--- config.mk ---
export PLATFORM = sky130hd
export DESIGN_NAME = c345_ctrl
export DESIGN_NICKNAME = d
export VERILOG_FILES = /design/src/c345_pkg.sv /design/src/c345_ctrl.sv
export SDC_FILE = /design/constraint.sdc
export NUM_CORES = 1
export LEC_CHECK = 0
export BUFFER_PORTS_ARGS = -buffer_cell sky130_fd_sc_hd__buf_2
export CAP_MARGIN = 20
export CORE_MARGIN = 2
export CORE_UTILIZATION = 56
export DETAILED_ROUTE_END_ITERATION = 8
export HOLD_SLACK_MARGIN = 0.15
export PLACE_DENSITY = 0.84
export SLEW_MARGIN = 20
export SYNTH_ARGS = -nofsm -noshare
export SYNTH_HDL_FRONTEND = slang
export SYNTH_SLANG_ARGS = --single-unit
--- constraint.sdc ---
create_clock -name clk -period 5.46 [get_ports clk]
set_input_delay 1.092 -clock clk [delete_from_list [all_inputs] [get_ports clk]]
set_output_delay 1.092 -clock clk [all_outputs]
set_load 0.02 [all_outputs]
--- src/c345_pkg.sv ---
// Package for the 3-4-5 chamfer distance block: function codes, FSM states,
// neighbour offset/weight tables. No dependencies.
`timescale 1ns / 1ps
package c345_pkg;
	typedef enum logic [1:0] {
		FUNC_LOAD = 2'd0,
		FUNC_RUN  = 2'd1,
		FUNC_READ = 2'd2,
		FUNC_NONE = 2'd3
	} func_t;

	typedef enum logic [2:0] {
		ST_IDLE,
		ST_BORDER,
		ST_FWD,
		ST_BWD,
		ST_DONE
	} state_t;

	localparam int NB_COUNT = 13;
	localparam logic [1:0] CFG_SIZE_X = 2'd0;
	localparam logic [1:0] CFG_SIZE_Y = 2'd1;
	localparam logic [1:0] CFG_SIZE_Z = 2'd2;
	localparam logic [1:0] CFG_MAXD   = 2'd3;

	typedef struct packed {
		logic signed [1:0] dx;
		logic signed [1:0] dy;
		logic signed [1:0] dz;
		logic [2:0]        w;
	} nb_t;

	// Forward neighbour k; backward is the point mirror with the same weight.
	function automatic nb_t fwd_nb(input logic [3:0] k);
		nb_t n;
		case (k)
			4'd0:  n = '{-2'sd1,  2'sd0,  2'sd0, 3'd3};
			4'd1:  n = '{-2'sd1, -2'sd1,  2'sd0, 3'd4};
			4'd2:  n = '{ 2'sd0, -2'sd1,  2'sd0, 3'd3};
			4'd3:  n = '{ 2'sd1, -2'sd1,  2'sd0, 3'd4};
			4'd4:  n = '{-2'sd1,  2'sd1, -2'sd1, 3'd5};
			4'd5:  n = '{ 2'sd0,  2'sd1, -2'sd1, 3'd4};
			4'd6:  n = '{ 2'sd1,  2'sd1, -2'sd1, 3'd5};
			4'd7:  n = '{-2'sd1,  2'sd0, -2'sd1, 3'd4};
			4'd8:  n = '{ 2'sd0,  2'sd0, -2'sd1, 3'd3};
			4'd9:  n = '{ 2'sd1,  2'sd0, -2'sd1, 3'd4};
			4'd10: n = '{-2'sd1, -2'sd1, -2'sd1, 3'd5};
			4'd11: n = '{ 2'sd0, -2'sd1, -2'sd1, 3'd4};
			4'd12: n = '{ 2'sd1, -2'sd1, -2'sd1, 3'd5};
			default: n = '{2'sd0, 2'sd0, 2'sd0, 3'd0};
		endcase
		return n;
	endfunction
endpackage

--- src/c345_ctrl.sv ---
// Sequencer for the chamfer block: walks voxels, reads neighbours one per
// cycle, relaxes and writes back. Depends on c345_pkg.
`timescale 1ns / 1ps
module c345_ctrl #(
	parameter int MAX_X = 64,
	parameter int MAX_Y = 64,
	parameter int MAX_Z = 64,
	parameter int DIST_BITS = 16
) (
	input  logic                          clk,
	input  logic                          arst_n,
	input  logic                          start,
	input  logic [6:0]                    nx_cfg,
	input  logic [6:0]                    ny_cfg,
	input  logic [6:0]                    nz_cfg,
	input  logic [15:0]                   maxd,
	input  logic [DIST_BITS-1:0]          rdata,
	output logic                          busy,
	output logic                          we,
	output logic [$clog2(MAX_X)-1:0]      ax,
	output logic [$clog2(MAX_Y)-1:0]      ay,
	output logic [$clog2(MAX_Z)-1:0]      az,
	output logic [DIST_BITS-1:0]          wdata,
	output c345_pkg::state_t              state
);
	import c345_pkg::*;
	localparam int XB = $clog2(MAX_X);
	localparam int YB = $clog2(MAX_Y);
	localparam int ZB = $clog2(MAX_Z);
	localparam int CB = 11;

	state_t st_q, st_d;
	logic [CB-1:0] nx_q, ny_q, nz_q;
	logic [CB-1:0] x_q, y_q, z_q;
	// phase 0: read centre; 1..13: read neighbour k-1; 14: last data; 15: write
	logic [3:0] ph_q;
	logic [DIST_BITS-1:0] cur_q;
	logic [DIST_BITS:0] cand;
	logic [3:0] kprev;
	logic center_pore_q;
	nb_t nb;
	logic signed [CB:0] sx, sy, sz;
	logic last_vox;
	logic [CB-1:0] lo_x, hi_x, lo_y, hi_y, lo_z, hi_z;

	assign state = st_q;
	assign busy = (st_q != ST_IDLE);

	always_comb begin
		lo_x = (st_q == ST_BORDER) ? '0 : CB'(1);
		lo_y = (st_q == ST_BORDER) ? '0 : CB'(1);
		lo_z = (st_q == ST_BORDER) ? '0 : CB'(1);
		hi_x = (st_q == ST_BORDER) ? nx_q - CB'(1) : nx_q - CB'(2);
		hi_y = (st_q == ST_BORDER) ? ny_q - CB'(1) : ny_q - CB'(2);
		hi_z = (st_q == ST_BORDER) ? nz_q - CB'(1) : nz_q - CB'(2);
	end

	always_comb begin
		nb = fwd_nb(ph_q - 4'd1);
		if (st_q == ST_BWD) begin
			nb.dx = -nb.dx;
			nb.dy = -nb.dy;
			nb.dz = -nb.dz;
		end
		sx = $signed({1'b0, x_q});
		sy = $signed({1'b0, y_q});
		sz = $signed({1'b0, z_q});
		// the border sweep only ever touches the voxel itself
		if ((st_q == ST_FWD || st_q == ST_BWD) && ph_q >= 4'd1 && ph_q <= 4'd13) begin
			sx = sx + (CB+1)'(nb.dx);
			sy = sy + (CB+1)'(nb.dy);
			sz = sz + (CB+1)'(nb.dz);
		end
		ax = XB'(sx);
		ay = YB'(sy);
		az = ZB'(sz);
	end

	// Data arriving this cycle belongs to the read issued at ph_q-1.
	assign kprev = ph_q - 4'd2;
	always_comb begin
		nb_t pn;
		pn = fwd_nb(kprev);
		cand = {1'b0, rdata} + (DIST_BITS+1)'(pn.w);
	end

	always_comb begin
		if (st_q == ST_BWD) begin
			last_vox = (x_q == lo_x) && (y_q == lo_y) && (z_q == lo_z);
		end else begin
			last_vox = (x_q == hi_x) && (y_q == hi_y) && (z_q == hi_z);
		end
	end

	always_comb begin
		st_d = st_q;
		we = 1'b0;
		wdata = cur_q;
		case (st_q)
			ST_IDLE: begin
				if (start) begin
					st_d = (nx_cfg == '0 || ny_cfg == '0 || nz_cfg == '0) ? ST_DONE :
						ST_BORDER;
				end
			end
			ST_BORDER: begin
				// phase 1: data of the voxel is present
				if (ph_q == 4'd1) begin
					we = (rdata != '0) && ((x_q == '0) || (x_q == hi_x) ||
						(y_q == '0) || (y_q == hi_y) || (z_q == '0) || (z_q == hi_z));
					wdata = DIST_BITS'(3);
					if (last_vox) begin
						// no interior when any extent is below 3
						st_d = (nx_q < CB'(3) || ny_q < CB'(3) || nz_q < CB'(3)) ?
							ST_DONE : ST_FWD;
					end
				end
			end
			ST_FWD, ST_BWD: begin
				if (ph_q == 4'd15) begin
					we = center_pore_q;
					if (last_vox) st_d = (st_q == ST_FWD) ? ST_BWD : ST_DONE;
				end
			end
			ST_DONE: st_d = ST_IDLE;
			default: st_d = ST_IDLE;
		endcase
	end

	always_ff @(posedge clk or negedge arst_n) begin
		if (!arst_n) begin
			st_q <= ST_IDLE;
			ph_q <= '0;
			x_q <= '0;
			y_q <= '0;
			z_q <= '0;
			nx_q <= '0;
			ny_q <= '0;
			nz_q <= '0;
			cur_q <= '0;
			center_pore_q <= 1'b0;
		end else begin
			st_q <= st_d;
			case (st_q)
				ST_IDLE: begin
					nx_q <= (CB'(nx_cfg) > CB'(MAX_X)) ? CB'(MAX_X) : CB'(nx_cfg);
					ny_q <= (CB'(ny_cfg) > CB'(MAX_Y)) ? CB'(MAX_Y) : CB'(ny_cfg);
					nz_q <= (CB'(nz_cfg) > CB'(MAX_Z)) ? CB'(MAX_Z) : CB'(nz_cfg);
					x_q <= '0;
					y_q <= '0;
					z_q <= '0;
					ph_q <= '0;
				end
				ST_BORDER: begin
					ph_q <= (ph_q == 4'd1) ? '0 : ph_q + 4'd1;
					if (ph_q == 4'd1) begin
						if (last_vox) begin
							x_q <= CB'(1);
							y_q <= CB'(1);
							z_q <= CB'(1);
						end else if (x_q != hi_x) begin
							x_q <= x_q + CB'(1);
						end else begin
							x_q <= '0;
							if (y_q != hi_y) y_q <= y_q + CB'(1);
							else begin
								y_q <= '0;
								z_q <= z_q + CB'(1);
							end
						end
					end
				end
				ST_FWD, ST_BWD: begin
					// phase 15 wraps back to 0
					ph_q <= ph_q + 4'd1;
					if (ph_q == 4'd1) begin
						center_pore_q <= (rdata != '0);
						cur_q <= (st_q == ST_FWD) ? DIST_BITS'(maxd) : rdata;
					end else if (ph_q >= 4'd2 && ph_q <= 4'd14) begin
						if (cand < {1'b0, cur_q}) cur_q <= cand[DIST_BITS-1:0];
					end
					if (ph_q == 4'd15) begin
						if (last_vox) begin
							x_q <= nx_q - CB'(2);
							y_q <= ny_q - CB'(2);
							z_q <= nz_q - CB'(2);
						end else if (st_q == ST_FWD) begin
							if (x_q != hi_x) x_q <= x_q + CB'(1);
							else begin
								x_q <= CB'(1);
								if (y_q != hi_y) y_q <= y_q + CB'(1);
								else begin
									y_q <= CB'(1);
									z_q <= z_q + CB'(1);
								end
							end
						end else begin
							if (x_q != lo_x) x_q <= x_q - CB'(1);
							else begin
								x_q <= hi_x;
								if (y_q != lo_y) y_q <= y_q - CB'(1);
								else begin
									y_q <= hi_y;
									z_q <= z_q - CB'(1);
								end
							end
						end
					end
				end
				default: ;
			endcase
		end
	end
endmodule

==> metrics.csv, run 1 <==
stage,metric,value,unit
clocking,CTS Buf Count,9,
sta,RSZ-0062 raised after global routing,no,
global_route,GRT Util Overall,31.63,%
placement,I/O Buffers,94,
clocking,Sink Count,78,
clocking,clock root buffer,clkbuf_16,
clocking,H-Tree Level Count,3,
placement,gp weighted congestion,0.9588,
drt,Via density,6.478,
hold_path,min-delay worst type,reg2reg,
clocking,Clock Path Buffers,2,
global_route,Congestion Overflow GR,0,
synthesis,Synth cell types,82,
floorplan,Core ar.,16580,um^2
drt,drt total wl,29000,um
sta,Slew Limit Fails,0,
global_route,initial antenna violation count,0,
sta,worst setup margin,0.3123,ns
global_route,vias in the first global route,8986,
setup_path,critical path capture point type,output pin,
layout,"commonest non-fill, non-tap cells in the layout","nand2_1, nor2_1, buf_2",
layout,fillers,1470,
synthesis,syn nets,1398,
drt,via count,9969,
sta,final setup TNS,0,ns
clocking,Post-CTS Hold Buffers,0,
sta,Final min period,5.148,ns
floorplan,die span in y,134.2,um
layout,Ant. Diodes,0,
layout,"commonest non-fill, non-tap cell in the layout",nand2_1,
floorplan,I/O Pins,95,
layout,layout cells sized above 1,13.65,%
layout,fin util,63.15,%
placement,DP Wirelength,21000,um
drt,DR DRC count,0,
layout,Syn-to-layout area delta,10.28,%
drt,DRT Pass-1 Iters,6,
global_route,largest net degree at the start of global routing,79,
setup_path,CP max FO,9,
drt,DRT antenna net count,0,
floorplan,Starting Density,57.27,%
layout,nets,1435,
synthesis,count of state elements after synthesis,78,
sta,Clock Skews,0.008152,ns
floorplan,Rows,47,
synthesis,dominant synthesized flop cell,dfrtp_1,
clocking,TritonCTS clock tree,built,
synthesis,cell area after synthesis,9497,um^2
sta,"Hold Vio Cnt, Final",0,
sta,Slew HR,27.08,%
sta,final setup vio count,0,
synthesis,Mean Syn Cell Area,7.437,um^2
clocking,"Clk Latency, worst-skew pair",0.36,ns
clocking,Worst-path clk slew,0.06,ns
synthesis,Async SR Flop Fraction,100.0,%
setup_path,WP data arrival,4.06,ns
drt,1st-iter DRT viols,1439,
sta,Worst Tran Pin Value,1.094,ns
sta,fmax,194.3,MHz
sta,fin crit share,94.28,%
synthesis,synth warn,0,
synthesis,Mapped Cells,1277,
placement,pre-CTS WS,0.1680,ns
run_status,status,"complete, no violations",
synthesis,post-synthesis sequential area ratio,20.55,%
synthesis,number of synthesized flops with an enable pin,0,
floorplan,Die Wd,134.2,um
floorplan,Die ar.,18020,um^2
setup_path,Setup CP Type,reg2out,
run,# Max-Cap Violations,0,
setup_path,Startpoint Class,register,
drt,Avg WL per Cell,18.84,um
setup_path,R2R Setup Slk,0.39,ns
global_route,first-pass GRT wire length,46110,um
setup_path,"Req. time, crit path",4.37,ns
state kept, by name, indices dropped and copies added, names as in the netlist:
register,count
center_pore_q,1
cur_q,16
nx_q,7
ny_q,7
nz_q,7
ph_q,4
state,3
x_q,11
y_q,11
z_q,11
worst paths after layout:
kind	startpoint	cells past startpoint	endpoint
worst max-delay path	ph_q[2]	17	ax[5]
worst min-delay path	center_pore_q	1	center_pore_q
worst max register to register	ph_q[2]	23	cur_q[8]
worst min register to register	center_pore_q	1	center_pore_q
max in group asynchronous	arst_n	1	ph_q[2]
min in group asynchronous	arst_n	1	y_q[7]
area by class of cell:
| class | count | area [um^2] | share of cell area [%] |
|---|---|---|---|
| clock buffer | 13 | 260.3 | 2.485 |
| tap | 220 | 275.3 | 2.628 |
| multi-input combinational | 1039 | 6975 | 66.61 |
| inverter | 57 | 214.0 | 2.043 |
| sequential | 78 | 1953 | 18.65 |
| clock inverter | 3 | 42.54 | 0.4062 |
| timing repair buffer | 129 | 752.0 | 7.180 |
repair_timing:
item,4_1_cts,5_1_grt
pin swaps,0,1
gates cloned,0,0
buffers inserted,0,3
endpoints found under the setup margin,2,19
gates resized for setup,3,4
cell usage after synthesis, types with 7 or more instances:
cell,number,area (um^2)
nand2_1,151,566.8
nor2_1,99,371.6
o21ai_0,88,440.4
clkbuf_1,81,304.0
dfrtp_1,78,1952
a21oi_1,68,340.3
xnor2_1,65,569.3
ha_1,61,763.2
inv_1,57,214.0
nand3_1,57,285.3
nor3_1,43,215.2
xor2_1,41,359.1
mux2i_1,30,300.3
a211oi_1,22,165.2
and3_1,22,137.6
nand3b_1,21,157.7
a31oi_1,18,112.6
o211ai_1,18,135.1
nor4_1,16,100.1
o21ai_1,16,80.08
a21o_1,12,90.09
nand4_1,12,75.07
o22ai_1,12,75.07
buf_2,10,50.05
nor2b_1,10,62.56
nand2b_1,9,56.30
or4_1,9,67.56
buf_1,8,30.03
mux2_2,8,90.09
or3_1,8,50.05
nor3b_1,7,52.55
o221ai_1,7,61.31
layer usage:
metal  part of all wire [%]  routed length [um]  up-vias  GRT usage (%)
li1                       -                   -     4663              -
met1                     42               12190     4677          43.36
met2                     46               13340      558          50.74
met3                    9.1                2644       71          4.762
met4                    2.9                 831        0          11.40
met5                      0                   0        -              0
stage by stage:
stage / cell area, um^2 / hold slack, ns / cells
after floorplan: 9502 / 0.4803 / 1277
after global placement: 10110 / 0.4979 / 1520
after detailed placement: 10110 / 0.5057 / 1520
after CTS: 10430 / 0.5277 / 1536
after global routing: 10470 / 0.5353 / 1539
final: 10470 / 0.5315 / 1539
worst max-delay path, stage by stage, from the launching register on:
cell      delay, ns
dfrtp_2        0.46
inv_1          0.17
ha_4           0.23
a21boi_0       0.26
xor2_1         0.22
buf_4          0.20
mux4_2         0.32
nand2_1        0.13
xnor2_2        0.17
ha_1           0.29
a21o_1         0.17
a21oi_1        0.23
o21bai_1       0.11
a21oi_1        0.17
xor2_1         0.17
nor2_1         0.06
xor2_1         0.18
buf_2          0.17
cells by family after synthesis:
| kind of cell | count (synthesis) | share of synthesized area, % |
|---|---|---|
| DFF | 78 | 20.55 |
| xor gates and xnor gates | 112 | 11.20 |
| adders and majority gates | 66 | 8.986 |
| AOI/OAI and AO/OA | 333 | 22.87 |
| muxes | 39 | 4.348 |
| buffers and inverters | 160 | 6.654 |
| and+or+nand+nor | 489 | 25.39 |
Power of run 1 is left out: the tool's default activity adds up to more than one toggle a clock period on the data nets, which glitch-free logic cannot reach.
==> inputs of run 2 (changes only) <==
--- a/config.mk
+++ b/config.mk
@@ -7,11 +7,11 @@
 export LEC_CHECK = 0
 export BUFFER_PORTS_ARGS = -buffer_cell sky130_fd_sc_hd__buf_2
 export CAP_MARGIN = 20
-export CORE_MARGIN = 2
-export CORE_UTILIZATION = 56
+export CORE_UTILIZATION = 62
 export DETAILED_ROUTE_END_ITERATION = 8
 export HOLD_SLACK_MARGIN = 0.15
-export PLACE_DENSITY = 0.84
+export PLACE_DENSITY = 0.88
+export SETUP_SLACK_MARGIN = 0.1
 export SLEW_MARGIN = 20
 export SYNTH_ARGS = -nofsm -noshare
 export SYNTH_HDL_FRONTEND = slang
==> constraint.sdc (replaced) <==
create_clock -name clk -period 5.6 [get_ports clk]
set_input_delay 1.12 -clock clk [delete_from_list [all_inputs] [get_ports clk]]
set_output_delay 1.12 -clock clk [all_outputs]
set_load 0.02 [all_outputs]
==> run 2 against run 1 <==
Net effect:
- critical path depth grew 2
- sequential share of layout area increased by 0.083 points
- flip-flop and latch count did not move
- setup slack improved by 0.093 ns
- utilization up 7.6 points
- critical path type unchanged
- critical endpoint is now ay[5]
- largest cell class unchanged
==> metrics.csv, run 2 (same netlist as run 1, synthesis figures left out) <==
stage,metric,value,unit
placement,DP Wirelength,20480,um
sta,"Hold Vio Cnt, Final",0,
clocking,TritonCTS clock tree,built,
layout,register area,1954,um^2
global_route,vias in the first global route,9395,
layout,number of flip-flops in the largest register,16,
global_route,first-pass GRT wire length,46640,um
setup_path,Reg-to-Reg End,cur_q[9],
floorplan,Die ar.,15820,um^2
setup_path,Reg-to-Reg Start,ph_q[2],
setup_path,"Top cell by count, worst path",xor2_1,
sta,Worst Tran Pin Value,1.131,ns
floorplan,Die Wd,125.8,um
setup_path,CP max FO,9,
drt,drt total wl,28550,um
layout,layout cells sized above 1,13.87,%
drt,via count,10097,
sta,RSZ-0062 raised after global routing,no,
clocking,"Clk Latency, worst-skew pair",0.36,ns
floorplan,Core ar.,14750,um^2
clocking,CTS Buf Count,9,
floorplan,I/O Pins,95,
run_status,status,"complete, no violations",
drt,Via density,6.718,
sta,final setup TNS,0,ns
setup_path,CP top delay family,compound AO/OA/AOI/OAI gates,
drt,DRT Pass-1 Iters,6,
clocking,Clock Path Buffers,2,
hold_path,hold_sp,center_pore_q,
sta,Slew HR,24.57,%
sta,Final min period,5.195,ns
sta,Slew Limit Fails,0,
layout,Syn-to-layout area delta,9.855,%
layout,Ant. Diodes,0,
hold_path,Worst Hold End,center_pore_q,
setup_path,worst r2r path cells,23,
layout,fillers,1178,
layout,"commonest non-fill, non-tap cells in the layout","nand2_1, nor2_1, buf_2",
setup_path,Startpoint Class,register,
clocking,H-Tree Level Count,3,
global_route,largest net degree at the start of global routing,79,
clocking,Worst-path clk slew,0.06,ns
setup_path,CP peak stage delay,0.47,ns
setup_path,critical path capture point type,output pin,
sta,fin crit share,92.77,%
setup_path,crit path buf inv count,4,
placement,I/O Buffers,94,
global_route,initial antenna violation count,0,
setup_path,"Req. time, crit path",4.48,ns
global_route,Congestion Overflow GR,0,
drt,1st-iter DRT viols,1356,
setup_path,"Max stage delay cell, worst path",dfrtp_2,
setup_path,R2R Setup Slk,0.56,ns
hold_path,min-delay worst type,reg2reg,
clocking,clock root buffer,clkbuf_16,
drt,Avg WL per Cell,19.00,um
floorplan,die span in y,125.8,um
layout,Largest Register,cur_q,
floorplan,Starting Density,64.37,%
setup_path,WP data arrival,4.07,ns
global_route,GRT Util Overall,36.54,%
setup_path,crit path cell chain,inv_1 -> ha_4 -> a21boi_0 -> xor2_1 -> buf_4 -> or2_2 -> o221ai_1 -> nand2_1 -> o21ai_0 -> buf_4 -> ha_1 -> a21o_1 -> a21oi_2 -> o21bai_1 -> a21oi_1 -> xor2_1 -> nor2_1 -> xor2_1 -> buf_2,
sta,final setup vio count,0,
sta,Clock Skews,0.006513,ns
drt,DRT antenna net count,0,
layout,nets,1435,
layout,area of the multi-input gates,6984,um^2
drt,DR DRC count,0,
placement,gp weighted congestion,0.9417,
hold_path,hold path depth,1,
layout,fin util,70.71,%
run,# Max-Cap Violations,0,
setup_path,Setup CP Type,reg2out,
floorplan,Rows,44,
clocking,Sink Count,78,
sta,fmax,192.5,MHz
layout,"commonest non-fill, non-tap cell in the layout",nand2_1,
-- run 2: cell type report --
cell class                 count  share of cell area (%)
timing repair buffer         129                   7.124
inverter                      57                   2.087
multi-input combinational   1039                   66.95
sequential                    78                   18.73
clock inverter                 3                  0.4078
tap                          184                   2.207
clock buffer                  13                   2.495
-- run 2: layer usage --
metal	wire, um	global-route usage (%)	vias up	share of wire (%)
li1	-	-	4656	-
met1	11310	46.16	4746	40
met2	13490	60.62	586	47
met3	2721	6.882	109	9.5
met4	1038	16.94	0	3.6
met5	0	0	-	0
-- run 2: worst max-delay path by stage --
stage	start	depth (start not counted)	to
floorplan	ph_q[2]	25	cur_q[10]
global placement	ph_q[1]	23	cur_q[7]
detailed placement	ph_q[1]	23	cur_q[9]
CTS	ph_q[1]	19	ay[5]
global route	ph_q[2]	19	ay[5]
finish	ph_q[2]	19	ay[5]
-- run 2: metrics by stage --
| step | instances | setup WS [ns] | hold WS (ns) | cell area [um^2] |
|---|---|---|---|---|
| global route | 1503 | 0.1415 | 0.5344 | 10430 |
| global placement | 1481 | 0.5072 | 0.4963 | 10030 |
| floorplan | 1277 | 0.2840 | 0.4803 | 9502 |
| finish | 1503 | 0.4051 | 0.5126 | 10430 |
| detailed placement | 1481 | 0.1926 | 0.4965 | 10030 |
| CTS | 1497 | 0.1322 | 0.5155 | 10350 |
-- run 2: repair_timing --
action                                  4_1_cts  5_1_grt
endpoints found under the setup margin        4       20
cloned                                        0        0
buffers inserted                              0        6
resized for setup                             2       10
hold buffers                                  0        0
hold endpoints to repair                      0        0
pin swaps                                     0        1
Power of run 2 is left out for the same reason.
==> inputs of run 3 (changes only) <==
--- a/config.mk
+++ b/config.mk
@@ -5,6 +5,7 @@
 export SDC_FILE = /design/constraint.sdc
 export NUM_CORES = 1
 export LEC_CHECK = 0
+export ABC_AREA = 1
 export BUFFER_PORTS_ARGS = -buffer_cell sky130_fd_sc_hd__buf_2
 export CAP_MARGIN = 20
 export CORE_UTILIZATION = 62
==> constraint.sdc (replaced) <==
create_clock -name clk -period 5.6 [get_ports clk]
set_input_delay 0.84 -clock clk [delete_from_list [all_inputs] [get_ports clk]]
set_output_delay 0.84 -clock clk [all_outputs]
set_load 0.02 [all_outputs]
==> run 3 against run 2 <==
Net effect:
- final cell count is 36% higher
- via count is 20% higher
- global-route usage grew 5.0 points
- cell area is 6.1% higher
- critical path depth rose by 5
- clock skew increased by 0.0042 ns
- sequential share of layout area shrank 1.1 points
- register-to-register slack improved by 0.02 ns
- setup slack improved by 0.097 ns
==> metrics.csv, run 3 <==
stage,metric,value,unit
run_status,status,"complete, no violations",
floorplan,Die ar.,16820,um^2
drt,Via density,5.951,
drt,DR DRC count,0,
sta,Slew HR,40.01,%
layout,number of flip-flops in the largest register,16,
placement,gp weighted congestion,0.9919,
layout,Ant. Diodes,0,
sta,fin crit share,91.03,%
clocking,CTS Buf Count,9,
clocking,Clock Path Buffers,2,
drt,1st-iter DRT viols,1540,
setup_path,Setup CP Type,reg2out,
placement,DP Wirelength,25460,um
global_route,largest net degree at the start of global routing,79,
placement,placed cells,2025,
sta,fmax,196.2,MHz
drt,drt total wl,34290,um
power_and_ir_drop,Logic pwr share,76.1,%
layout,Syn-to-layout area delta,9.491,%
clocking,clock root buffer,clkbuf_16,
synthesis,Async SR Flop Fraction,100.0,%
power_and_ir_drop,power density over cell area,671.9,nW/um^2
synthesis,count of state elements after synthesis,78,
sta,Slew Limit Fails,0,
sta,Worst Tran Pin Value,0.8944,ns
layout,Largest Register,cur_q,
clocking,H-Tree Level Count,3,
power_and_ir_drop,P_int,3015,uW
synthesis,synth warn,0,
layout,layout cells sized above 1,9.315,%
power_and_ir_drop,Max IR drop VDD,359.4,uV
drt,DRT antenna net count,0,
synthesis,post-synth top area cell,nand2_1,
clocking,Setup Buffers After CTS,0,
layout,"commonest non-fill, non-tap cells in the layout","nand2_1, inv_1, nand3_1",
power_and_ir_drop,P_sw,4424,uW
clocking,Sink Count,78,
synthesis,syn nets,1881,
floorplan,Starting Density,63.66,%
drt,DRT Pass-1 Iters,8,
synthesis,"count leader, synth",nand2_1,
floorplan,Die Wd,129.7,um
power_and_ir_drop,P_leak,0.006079,uW
sta,Clock Skews,0.01076,ns
synthesis,Post-synth top cells,"nand2_1, inv_1, nand3_1, nor2_1, o21ai_0",
global_route,vias in the first global route,10951,
clocking,TritonCTS clock tree,built,
drt,via count,12147,
layout,"commonest non-fill, non-tap cell in the layout",nand2_1,
floorplan,die span in y,129.7,um
global_route,initial antenna violation count,0,
global_route,first-pass GRT wire length,54670,um
global_route,GRT Util Overall,41.57,%
synthesis,Yosys top cell area share,20.53,%
clocking,Worst-path clk slew,0.07,ns
hold_path,min-delay worst type,in2async,
clocking,"Clk Latency, worst-skew pair",0.36,ns
floorplan,Rows,46,
synthesis,Mapped Cells,1760,
power_and_ir_drop,Flop pwr share,15.0,%
global_route,Congestion Overflow GR,0,
sta,RSZ-0062 raised after global routing,no,
synthesis,cell area after synthesis,10110,um^2
setup_path,WP data arrival,4.26,ns
sta,final setup vio count,0,
synthesis,Synth area leaders,"nand2_1, dfrtp_1, nand3_1",
synthesis,number of synthesized flops with an enable pin,0,
sta,"Hold Vio Cnt, Final",0,
drt,Avg WL per Cell,16.80,um
layout,Post-Layout Cell Count,2041,
setup_path,"Req. time, crit path",4.76,ns
setup_path,CP max FO,8,
setup_path,Startpoint Class,register,
synthesis,Mean Syn Cell Area,5.746,um^2
sta,Final min period,5.098,ns
synthesis,Synth cell types,50,
sta,final setup TNS,0,ns
run,# Max-Cap Violations,0,
setup_path,critical path capture point type,output pin,
power_and_ir_drop,switch share,59.47,%
floorplan,I/O Pins,95,
floorplan,Core ar.,15890,um^2
placement,I/O Buffers,94,
synthesis,dominant synthesized flop cell,dfrtp_1,
layout,nets,1941,
power_and_ir_drop,Clk pwr share,8.8,%
synthesis,post-synthesis sequential area ratio,19.30,%
run 3: cell count changes after synthesis, moves of 34 or more:
cell	change
nand2_1	+402
inv_1	+161
nand3_1	+142
nor2_1	+92
xnor2_1	-54
clkbuf_1	-34
run 3: final cells by class:
cell class	instances	area, um^2
inverters	225	847.1
well taps	216	270.3
repair buffers	115	634.4
flip-flops and latches	78	1952
clock inverters	5	65.06
multi-input cells	1391	7051
clock buffers	11	252.7
fillers	1495	4813
run 3: final timing paths:
path | from | end | slack [ns] | depth (start not counted)
worst min-delay path | arst_n | y_q[8] | 0.49 | 1
min in group clk | cur_q[9] | cur_q[9] | 0.52 | 2
worst max register to register | ph_q[1] | cur_q[3] | 0.58 | 32
worst min register to register | cur_q[9] | cur_q[9] | 0.52 | 2
max in group asynchronous | arst_n | ph_q[2] | 4.49 | 1
worst max-delay path | ph_q[1] | ay[5] | 0.50 | 24
run 3: cells by family (layout without fill, tap and decap cells):
logic type | Yosys count | after routing | synth area share [%]
AND/OR/NAND/NOR | 1043 | 1043 | 43.96
buffers and inverters | 291 | 356 | 11.38
AO/OA/AOI/OAI | 233 | 233 | 12.68
flip-flops | 78 | 78 | 19.30
adder cells (fa/ha/maj) | 65 | 65 | 8.340
XOR/XNOR | 50 | 50 | 4.331
run 3: through the flow:
step	hold WS, ns	worst slack [ns]	cell area (um^2)	power [uW]	utilization, %
after global placement	0.4780	0.7026	10720	6442	67.46
after detailed placement	0.5000	0.4442	10720	6566	67.46
after floorplan	0.4534	0.9121	10110	5162	-
final	0.4937	0.5024	11070	7439	69.70
after CTS	0.5193	0.1391	11030	7250	69.46
after global routing	0.5413	0.07026	11070	8156	69.70
run 3: critical path, stage by stage, from the launching register on:
cell and delay (ns):
dfrtp_1 0.51, inv_2 0.13, ha_1 0.26, xor2_1 0.41, nand2_1 0.12, o21ai_0 0.11
nand2_1 0.11, o21ai_0 0.10, inv_1 0.13, nand2_1 0.09, nand3_1 0.06, o21ai_0 0.08
buf_4 0.21, ha_1 0.29, a21oi_1 0.16, inv_1 0.05, a31oi_1 0.19, nor2_1 0.09
nor2_1 0.09, nor2_1 0.06, o21ai_0 0.12, and2_1 0.13, o31ai_1 0.08, xor2_1 0.14
buf_2 0.17
run 3: power by group through the flow:
stage / clock network, uW / registers, uW / logic [uW]
2_1_floorplan: 0 / 953 / 4210
3_3_place_gp: 0 / 1100 / 5340
3_5_place_dp: 0 / 1110 / 5450
4_1_cts: 655 / 1100 / 5490
5_1_grt: 672 / 1140 / 6340
6_report: 658 / 1120 / 5660
run 3: metal layers:
layer / GRT usage, % / part of all wire (%) / vias up
met3: 6.888 / 10 / 132
met5: 0 / 0 / -
met1: 55.08 / 42 / 5484
met2: 65.93 / 44 / 724
li1: - / - / 5807
met4: 20.11 / 4.0 / 0
run 3: timing repair:
item                       CTS  global route
setup endpoints to repair    0            14
hold buffers                 0             0
gates resized for setup      0             6
Note: power is estimated with default switching activity, not from simulation.
